==> config.mk <==
export PLATFORM = sky130hd
export DESIGN_NAME = led_panel_quarter_scan_driver_flat
export DESIGN_NICKNAME = d
export VERILOG_FILES = /design/src/rtl/core/lpqs_pkg.sv /design/src/rtl/core/lpqs_chan_if.sv /design/src/rtl/core/lpqs_frame_mem.sv /design/src/rtl/core/lpqs_addr_unit.sv /design/src/rtl/core/led_panel_quarter_scan_driver.sv /design/src/flat_wrapper.sv
export VERILOG_INCLUDE_DIRS = /design/src /design/src/rtl/core
export SDC_FILE = /design/constraint.sdc
export NUM_CORES = 1
export LEC_CHECK = 0
export CORE_MARGIN = 10
export CORE_UTILIZATION = 45
export DETAILED_ROUTE_END_ITERATION = 8
export DONT_BUFFER_PORTS = 1
export PLACE_DENSITY = 0.65
export SYNTH_ARGS = -nofsm -noshare
export SYNTH_HDL_FRONTEND = slang
export SYNTH_HIERARCHICAL = 1
export SYNTH_SLANG_ARGS = --single-unit
==> constraint.sdc <==
create_clock -name clock -period 3.5 [get_ports clock]
set_input_delay 0.875 -clock clock [delete_from_list [all_inputs] [get_ports clock]]
set_output_delay 0.875 -clock clock [all_outputs]
set_load 0.02 [all_outputs]
==> src/rtl/core/led_panel_quarter_scan_driver_assert.svh <==
// assertion macros for the led panel quarter scan driver
`ifndef LED_PANEL_QUARTER_SCAN_DRIVER_ASSERT_SVH
`define LED_PANEL_QUARTER_SCAN_DRIVER_ASSERT_SVH

// same-cycle implication, checked outside reset
`define LPQS_ASSERT_NOW(label, clk, rst, ante, cons, msg) \
   label: assert property (@(posedge clk) disable iff (rst) (ante) |-> (cons)) \
      else $error(msg);

// next-cycle implication, checked outside reset
`define LPQS_ASSERT_NEXT(label, clk, rst, ante, cons, msg) \
   label: assert property (@(posedge clk) disable iff (rst) (ante) |=> (cons)) \
      else $error(msg);

`endif

==> src/rtl/core/lpqs_pkg.sv <==
// types and constants shared by the led panel quarter scan driver
`timescale 1ns / 1ps
package lpqs_pkg;

   localparam int AddrWidth = 6;

   localparam logic CMD_PIXEL   = 1'b0;
   localparam logic CMD_REFRESH = 1'b1;

   localparam logic [7:0] PanelWidth  = 8'd32;
   localparam logic [7:0] PanelHeight = 8'd16;
   localparam logic [7:0] MaskMsb     = 8'h80;
   localparam logic [3:0] GroupLastPos = 4'hF;
   localparam logic [AddrWidth-1:0] LastByte = '1;

   typedef logic [AddrWidth-1:0] addr_type;

   typedef struct packed {
      logic     rd_en;
      logic     wr_en;
      addr_type addr;
      logic [7:0] wr_data;
   } mem_req_type;

   typedef struct packed {
      logic       latch_before;
      logic       latch_after;
      logic [1:0] row_select;
      logic       last;
   } scan_flags_type;

endpackage

==> src/rtl/core/lpqs_chan_if.sv <==
// valid/ready channel interfaces for pixel/refresh requests and scan bytes
`timescale 1ns / 1ps
interface lpqs_req_if;
   logic       valid;
   logic       ready;
   logic       cmd;
   logic [7:0] x;
   logic [7:0] y;
   logic       color;

   modport source (output valid, output cmd, output x, output y, output color, input ready);
   modport sink (input valid, input cmd, input x, input y, input color, output ready);
endinterface

interface lpqs_rsp_if;
   logic       valid;
   logic       ready;
   logic [7:0] shift_byte;
   logic       latch_before;
   logic       latch_after;
   logic [1:0] row_select;
   logic       last;

   modport source (output valid, output shift_byte, output latch_before,
                   output latch_after, output row_select, output last, input ready);
   modport sink (input valid, input shift_byte, input latch_before,
                 input latch_after, input row_select, input last, output ready);
endinterface

==> src/rtl/core/lpqs_frame_mem.sv <==
// 64-byte frame store with per-entry valid bits and registered read
`timescale 1ns / 1ps
module lpqs_frame_mem
   import lpqs_pkg::*;
(
   input  logic        clock,
   input  logic        reset,
   input  mem_req_type mem_req,
   output logic [7:0]  rd_data
);

   localparam int Depth = 2 ** AddrWidth;

   logic [7:0]       mem_ff [Depth];
   logic [Depth-1:0] valid_ff;
   logic [7:0]       rd_data_ff;

   always_ff @(posedge clock) begin
      if (mem_req.wr_en) begin
         mem_ff[mem_req.addr] <= mem_req.wr_data;
      end
      if (mem_req.rd_en) begin
         rd_data_ff <= valid_ff[mem_req.addr] ? mem_ff[mem_req.addr] : 8'h00;
      end
   end

   // unwritten entries read as dark
   always_ff @(posedge clock) begin
      if (reset) begin
         valid_ff <= '0;
      end else if (mem_req.wr_en) begin
         valid_ff[mem_req.addr] <= 1'b1;
      end
   end

   assign rd_data = rd_data_ff;

endmodule

==> src/rtl/core/lpqs_addr_unit.sv <==
// shared address unit: pixel byte/mask and scan order byte with markers
`timescale 1ns / 1ps
module lpqs_addr_unit
   import lpqs_pkg::*;
(
   input  logic           scan_mode,
   input  logic [7:0]     x,
   input  logic [7:0]     y,
   input  addr_type       count,
   output addr_type       addr,
   output logic [7:0]     mask,
   output logic           in_range,
   output scan_flags_type flags
);

   logic group_end;

   always_comb begin
      in_range  = (x < PanelWidth) && (y < PanelHeight);
      mask      = MaskMsb >> x[2:0];
      group_end = (count[3:0] == GroupLastPos);
      if (scan_mode) begin
         // half, block (24,16,8,0), row group, column
         addr = {count[3], ~count[1:0], count[5:4], count[2]};
      end else begin
         addr = {x[4], y[3:0], x[3]};
      end
      flags.latch_before = (count == '0);
      flags.latch_after  = group_end;
      flags.row_select   = group_end ? count[5:4] : 2'd0;
      flags.last         = (count == LastByte);
   end

endmodule

==> src/rtl/core/led_panel_quarter_scan_driver.sv <==
// top level of the led panel quarter scan driver
//
// req_chan (sink): one command per transfer. cmd = pixel write sets or
// clears the bit at (x, y) of the 64-byte frame store; writes with x >= 32
// or y >= 16 are dropped. cmd = refresh streams the whole store.
// rsp_chan (source): one inverted frame byte per transfer, MSB first on the
// panel data pin, with latch_before on the first byte, latch_after and
// row_select on the sixteenth byte of each row group, and last on byte 64.
// a pixel write reads the addressed byte on accept, then merges and writes
// it back in PIX_WR through the single store port; a dropped write leaves
// the sequencer idle. a refresh issues the registered store read of each
// byte in SCAN_RD and loads it into the output register in SCAN_LD. when
// rsp ready is low the byte waits in the output register and the scan
// pauses. the next command is accepted as soon as the last byte is loaded,
// even while it still waits to be taken.
// reset (synchronous) clears the frame store to dark via its valid bits,
// empties the output register and returns the sequencer to idle.
`timescale 1ns / 1ps
`include "led_panel_quarter_scan_driver_assert.svh"
module led_panel_quarter_scan_driver
   import lpqs_pkg::*;
(
   input logic        clock,
   input logic        reset,
   lpqs_req_if.sink   req_chan,
   lpqs_rsp_if.source rsp_chan
);

   typedef enum logic [1:0] {
      IDLE,
      PIX_WR,
      SCAN_RD,
      SCAN_LD
   } state_type;

   state_type      state_ff;
   addr_type       count_ff;
   addr_type       pix_addr_ff;
   logic [7:0]     pix_mask_ff;
   logic           pix_color_ff;
   logic           out_valid_ff;
   logic [7:0]     out_byte_ff;
   scan_flags_type out_flags_ff;

   logic           req_accept;
   logic           out_load;
   mem_req_type    mem_req;
   logic [7:0]     rd_data;
   addr_type       unit_addr;
   logic [7:0]     unit_mask;
   logic           unit_in_range;
   scan_flags_type unit_flags;

   lpqs_addr_unit u_addr (
      .scan_mode (state_ff != IDLE),
      .x         (req_chan.x),
      .y         (req_chan.y),
      .count     (count_ff),
      .addr      (unit_addr),
      .mask      (unit_mask),
      .in_range  (unit_in_range),
      .flags     (unit_flags)
   );

   lpqs_frame_mem u_mem (
      .clock   (clock),
      .reset   (reset),
      .mem_req (mem_req),
      .rd_data (rd_data)
   );

   assign req_chan.ready = (state_ff == IDLE);
   assign req_accept     = req_chan.valid && req_chan.ready;
   assign out_load       = (state_ff == SCAN_LD) && (!out_valid_ff || rsp_chan.ready);

   always_comb begin
      mem_req      = '0;
      mem_req.addr = unit_addr;
      case (state_ff)
         IDLE: begin
            mem_req.rd_en = req_accept && (req_chan.cmd == CMD_PIXEL) && unit_in_range;
         end
         PIX_WR: begin
            mem_req.wr_en   = 1'b1;
            mem_req.addr    = pix_addr_ff;
            mem_req.wr_data = pix_color_ff ? (rd_data | pix_mask_ff)
                                           : (rd_data & ~pix_mask_ff);
         end
         SCAN_RD: begin
            mem_req.rd_en = 1'b1;
         end
         default: begin
            mem_req.rd_en = 1'b0;
         end
      endcase
   end

   always_ff @(posedge clock) begin
      if (reset) begin
         state_ff     <= IDLE;
         count_ff     <= '0;
         out_valid_ff <= 1'b0;
      end else begin
         case (state_ff)
            IDLE: begin
               if (req_accept) begin
                  if (req_chan.cmd == CMD_REFRESH) begin
                     count_ff <= '0;
                     state_ff <= SCAN_RD;
                  end else if (unit_in_range) begin
                     state_ff <= PIX_WR;
                  end
               end
            end
            PIX_WR: begin
               state_ff <= IDLE;
            end
            SCAN_RD: begin
               state_ff <= SCAN_LD;
            end
            SCAN_LD: begin
               if (out_load) begin
                  count_ff <= count_ff + 1'b1;
                  state_ff <= unit_flags.last ? IDLE : SCAN_RD;
               end
            end
            default: begin
               state_ff <= IDLE;
            end
         endcase

         if (out_load) begin
            out_valid_ff <= 1'b1;
         end else if (rsp_chan.ready) begin
            out_valid_ff <= 1'b0;
         end
      end
   end

   // payload registers
   always_ff @(posedge clock) begin
      if (req_accept) begin
         pix_addr_ff  <= unit_addr;
         pix_mask_ff  <= unit_mask;
         pix_color_ff <= req_chan.color;
      end
      if (out_load) begin
         out_byte_ff  <= ~rd_data;
         out_flags_ff <= unit_flags;
      end
   end

   assign rsp_chan.valid        = out_valid_ff;
   assign rsp_chan.shift_byte   = out_byte_ff;
   assign rsp_chan.latch_before = out_flags_ff.latch_before;
   assign rsp_chan.latch_after  = out_flags_ff.latch_after;
   assign rsp_chan.row_select   = out_flags_ff.row_select;
   assign rsp_chan.last         = out_flags_ff.last;

   `LPQS_ASSERT_NOW(a_last_wraps_count, clock, reset,
      out_valid_ff && out_flags_ff.last && (state_ff != SCAN_LD), count_ff == '0,
      "scan counter not wrapped after last byte")
   `LPQS_ASSERT_NEXT(a_refresh_starts_scan, clock, reset,
      req_accept && (req_chan.cmd == CMD_REFRESH), (state_ff == SCAN_RD) && (count_ff == '0),
      "refresh did not start scan at byte zero")
   `LPQS_ASSERT_NEXT(a_load_fills_output, clock, reset,
      out_load, out_valid_ff,
      "scan byte loaded but output not valid")

endmodule
==> src/flat_wrapper.sv <==
// flat-port wrapper written by rule: the top's interface ports become plain ports
module led_panel_quarter_scan_driver_flat import lpqs_pkg::*;
  (clock, reset, req_chan_valid, req_chan_cmd, req_chan_x, req_chan_y, req_chan_color, req_chan_ready, rsp_chan_valid, rsp_chan_shift_byte, rsp_chan_latch_before, rsp_chan_latch_after, rsp_chan_row_select, rsp_chan_last, rsp_chan_ready);
  lpqs_req_if req_chan_i ();
  lpqs_rsp_if rsp_chan_i ();
  input logic clock;
  input logic reset;
  input wire logic [$bits(req_chan_i.valid)-1:0] req_chan_valid;
  input wire logic [$bits(req_chan_i.cmd)-1:0] req_chan_cmd;
  input wire logic [$bits(req_chan_i.x)-1:0] req_chan_x;
  input wire logic [$bits(req_chan_i.y)-1:0] req_chan_y;
  input wire logic [$bits(req_chan_i.color)-1:0] req_chan_color;
  output wire logic [$bits(req_chan_i.ready)-1:0] req_chan_ready;
  output wire logic [$bits(rsp_chan_i.valid)-1:0] rsp_chan_valid;
  output wire logic [$bits(rsp_chan_i.shift_byte)-1:0] rsp_chan_shift_byte;
  output wire logic [$bits(rsp_chan_i.latch_before)-1:0] rsp_chan_latch_before;
  output wire logic [$bits(rsp_chan_i.latch_after)-1:0] rsp_chan_latch_after;
  output wire logic [$bits(rsp_chan_i.row_select)-1:0] rsp_chan_row_select;
  output wire logic [$bits(rsp_chan_i.last)-1:0] rsp_chan_last;
  input wire logic [$bits(rsp_chan_i.ready)-1:0] rsp_chan_ready;
  assign req_chan_i.valid = req_chan_valid;
  assign req_chan_i.cmd = req_chan_cmd;
  assign req_chan_i.x = req_chan_x;
  assign req_chan_i.y = req_chan_y;
  assign req_chan_i.color = req_chan_color;
  assign req_chan_ready = req_chan_i.ready;
  assign rsp_chan_valid = rsp_chan_i.valid;
  assign rsp_chan_shift_byte = rsp_chan_i.shift_byte;
  assign rsp_chan_latch_before = rsp_chan_i.latch_before;
  assign rsp_chan_latch_after = rsp_chan_i.latch_after;
  assign rsp_chan_row_select = rsp_chan_i.row_select;
  assign rsp_chan_last = rsp_chan_i.last;
  assign rsp_chan_i.ready = rsp_chan_ready;
  led_panel_quarter_scan_driver u_core (.clock(clock), .reset(reset), .req_chan(req_chan_i), .rsp_chan(rsp_chan_i));
endmodule
==> metrics.txt <==
status finished, final reports clean; Clock Latency Late Sink 0.63 ns; DRT Wirelength 65400 um; Fmax 0.292 GHz; post-synthesis sequential area ratio 73.8%; H-tree levels 2; Root Buffer Master clkbuf_16; FF+latch area 17900 um2; area of the multi-input gates 5920 um2; placed inst area 26600 um2; Worst-Margin Slew 0.930 ns; Final Cell Area 28800 um2; via count 15100; PD cells 576 nW/um2; Yosys reg bits 621; crit start category register; CTS tree done; Clk pin slew, worst setup/hold paths 0.06 ns; IO Pins 37; die height 252 um; vias in the first global route 15100; Syn Std Cell Area 24300 um2; row count 85; Tmin final 3.42 ns; Syn Inst Count 1574; drc violations 0; Final Hold Vio Count 0; Final period util 97.7%; fin nets 1779; Post-synth EDFFs 548; crit path DAT 3.75 ns; Rel. slew slack 37.8%; Die Area 63700 um2; VDD IR-drop max 0.377 mV; first-iteration detailed-routing DRC count 2050; vias per cell 6.05; Final setup viols 0; first-pass GRT wire length 97700 um; total clock sinks 621; Congestion Overflow GR 0; Distinct cells, synth 64; Synth warnings 6; worst min-delay path class input pin to register; WP data required 3.83 ns; max-cap violations 0; syn_area_per_cell 15.4 um2; Hold WS 0.321 ns; WL per Instance 26.1 um; hpwl dp 42700 um; initial antenna violation count 0; Core Region 53600 um2; first-pass iteration count of the detailed router 5; Async SR Flop Fraction 0%; fillers 4253; clock skew 0.0184 ns; Inserted Clock Buffers 61; static leakage 9.68 nW; Longest Clk Path Bufs 3; DIE WIDTH 252 um; total track usage 20.4%; area grow syn2layout 18.6%; initial core utilization 45.3%; Hold Buf Count CTS 0; Max FO, Critical Path 10; syn_nets 1597; Antenna Nets Post-Route 0; critical path class register to register; share of layout cells above drive strength 1 23.2%; critical path endpoint category register; port buffer count 0; Pins Over Slew Limit 0; gpl congestion 0.930; Primary FF master, synth edfxtp_1; largest net degree at the start of global routing 71
cells in the final DEF (no fill, tap or decap), types with 17 or more instances in the layout:
cell and instances:
clkbuf_16 61, mux2_2 33, a221oi_1 95, buf_12 17, a21oi_1 33, nor2_1 244
edfxtp_1 548, dfxtp_1 72, a22oi_1 65, o22ai_1 30, nand2_1 25, buf_4 206
mux4_2 21, o21ai_0 38, mux2i_1 73
sequential cells by signal (all words and copies together) (netlist names), 2 cells and up:
register and cells:
u_core/count_ff 6, u_core/u_mem/valid_ff 64, u_core/state_ff 2, u_core/pix_addr_ff 6, u_core/u_mem/rd_data 8, u_core/pix_mask_ff 8, u_core/u_mem/mem_ff 512, u_core/rsp_chan.shift_byte 8
u_core/rsp_chan.row_select 2
area by class of cell:
class | instances | area share, %
Sequential cell | 621 | 62.2
Multi-Input combinational cell | 830 | 20.6
Timing Repair Buffer | 225 | 6.63
Clock buffer | 78 | 5.76
Tap cell | 696 | 3.02
Clock inverter | 35 | 1.59
Inverter | 17 | 0.222
Antenna cell | 1 | 0.00869
cell families (layout without fill, tap and decap cells):
family / Yosys count / count (layout) / share of synthesized area [%]
muxes: 132 / 132 / 6.72
adders and majority gates: 1 / 1 / 0.0515
other: 0 / 1 / 0
AOI/OAI and AO/OA: 332 / 332 / 10.2
and+or+nand+nor: 365 / 365 / 6.69
DFF: 621 / 621 / 73.8
buffers and inverters: 123 / 355 / 2.54
worst paths after layout:
path                             startpoint                         end  slack, ns  cells past startpoint
setup reg to reg         u_core/state_ff[1]  u_core/u_mem/mem_ff[40][6]       0.08                     11
hold / removal                        reset          u_core/state_ff[1]       0.32                      1
setup / recovery         u_core/state_ff[1]  u_core/u_mem/mem_ff[40][6]       0.08                     11
hold reg to reg   u_core/u_mem/valid_ff[37]   u_core/u_mem/valid_ff[37]       0.47                      2
synthesized netlist by cell type (9+ instances only):
cell      instances  area share, %
o21ai_0          39           0.80
a22o_1           12           0.43
a221oi_1         98            3.5
buf_2            52            1.1
nand2_1          25           0.39
mux4_2           21            1.9
nor2_1          255            3.9
nor3_1           13           0.27
buf_1            11           0.17
dfxtp_1          73            6.0
a31oi_1           9           0.23
mux2_2           36            1.7
a22oi_1          65            2.0
nand3_1          12           0.25
inv_1            15           0.23
clkbuf_1         27           0.42
o22ai_1          30           0.77
edfxtp_1        548             68
a21oi_1          33           0.68
mux2i_1          73            3.0
where the power goes:
group,switching (mW),leakage [nW],total (mW),internal [mW]
registers,0.0225,5.57,8.07,8.04
clock network,2.75,1.04,6.89,4.15
logic,0.991,3.07,1.63,0.643
total,3.76,9.68,16.6,12.8
metrics by stage:
step                      utilization [%]  power (mW)  setup TNS [ns]  cells  setup slack (ns)
final                                53.7        16.6               0   2503            0.0792
after global routing                 53.7        17.1         -0.0328   2502           -0.0306
after CTS                            53.6        16.6               0   2499           0.00162
after detailed placement             49.6        9.80          -11.45   2386            -0.239
after global placement               49.6        9.78           -6.82   2386            -0.172
after floorplan                         -        9.12               0   1574             0.102
worst max-delay path, stage by stage (launching register included):
cell and delay, ns:
dfxtp_2 0.38, nor2_1 0.07, inv_1 0.13, mux2_2 0.37, mux2_8 0.36, buf_12 0.17, nor2_2 0.52, buf_4 0.30
nand2_1 0.09, buf_4 0.21, nor2_1 0.28, buf_4 0.23
repair_timing:
| action | 4_1_cts | 5_1_grt |
|---|---|---|
| resized for setup | 2 | 12 |
| pin swaps | 0 | 1 |
| endpoints found under the setup margin | 46 | 121 |
| cloned | 0 | 0 |
| buffers inserted | 0 | 3 |
layer usage:
| metal | GRT usage, % | wire length (um) | vias up |
|---|---|---|---|
| li1 | - | - | 6566 |
| met1 | 27.6 | 26400 | 7600 |
| met2 | 32.0 | 30100 | 821 |
| met3 | 3.88 | 6370 | 149 |
| met4 | 8.17 | 2500 | 0 |
| met5 | 0 | 0 | - |
Note: power is estimated with default switching activity, not from simulation.
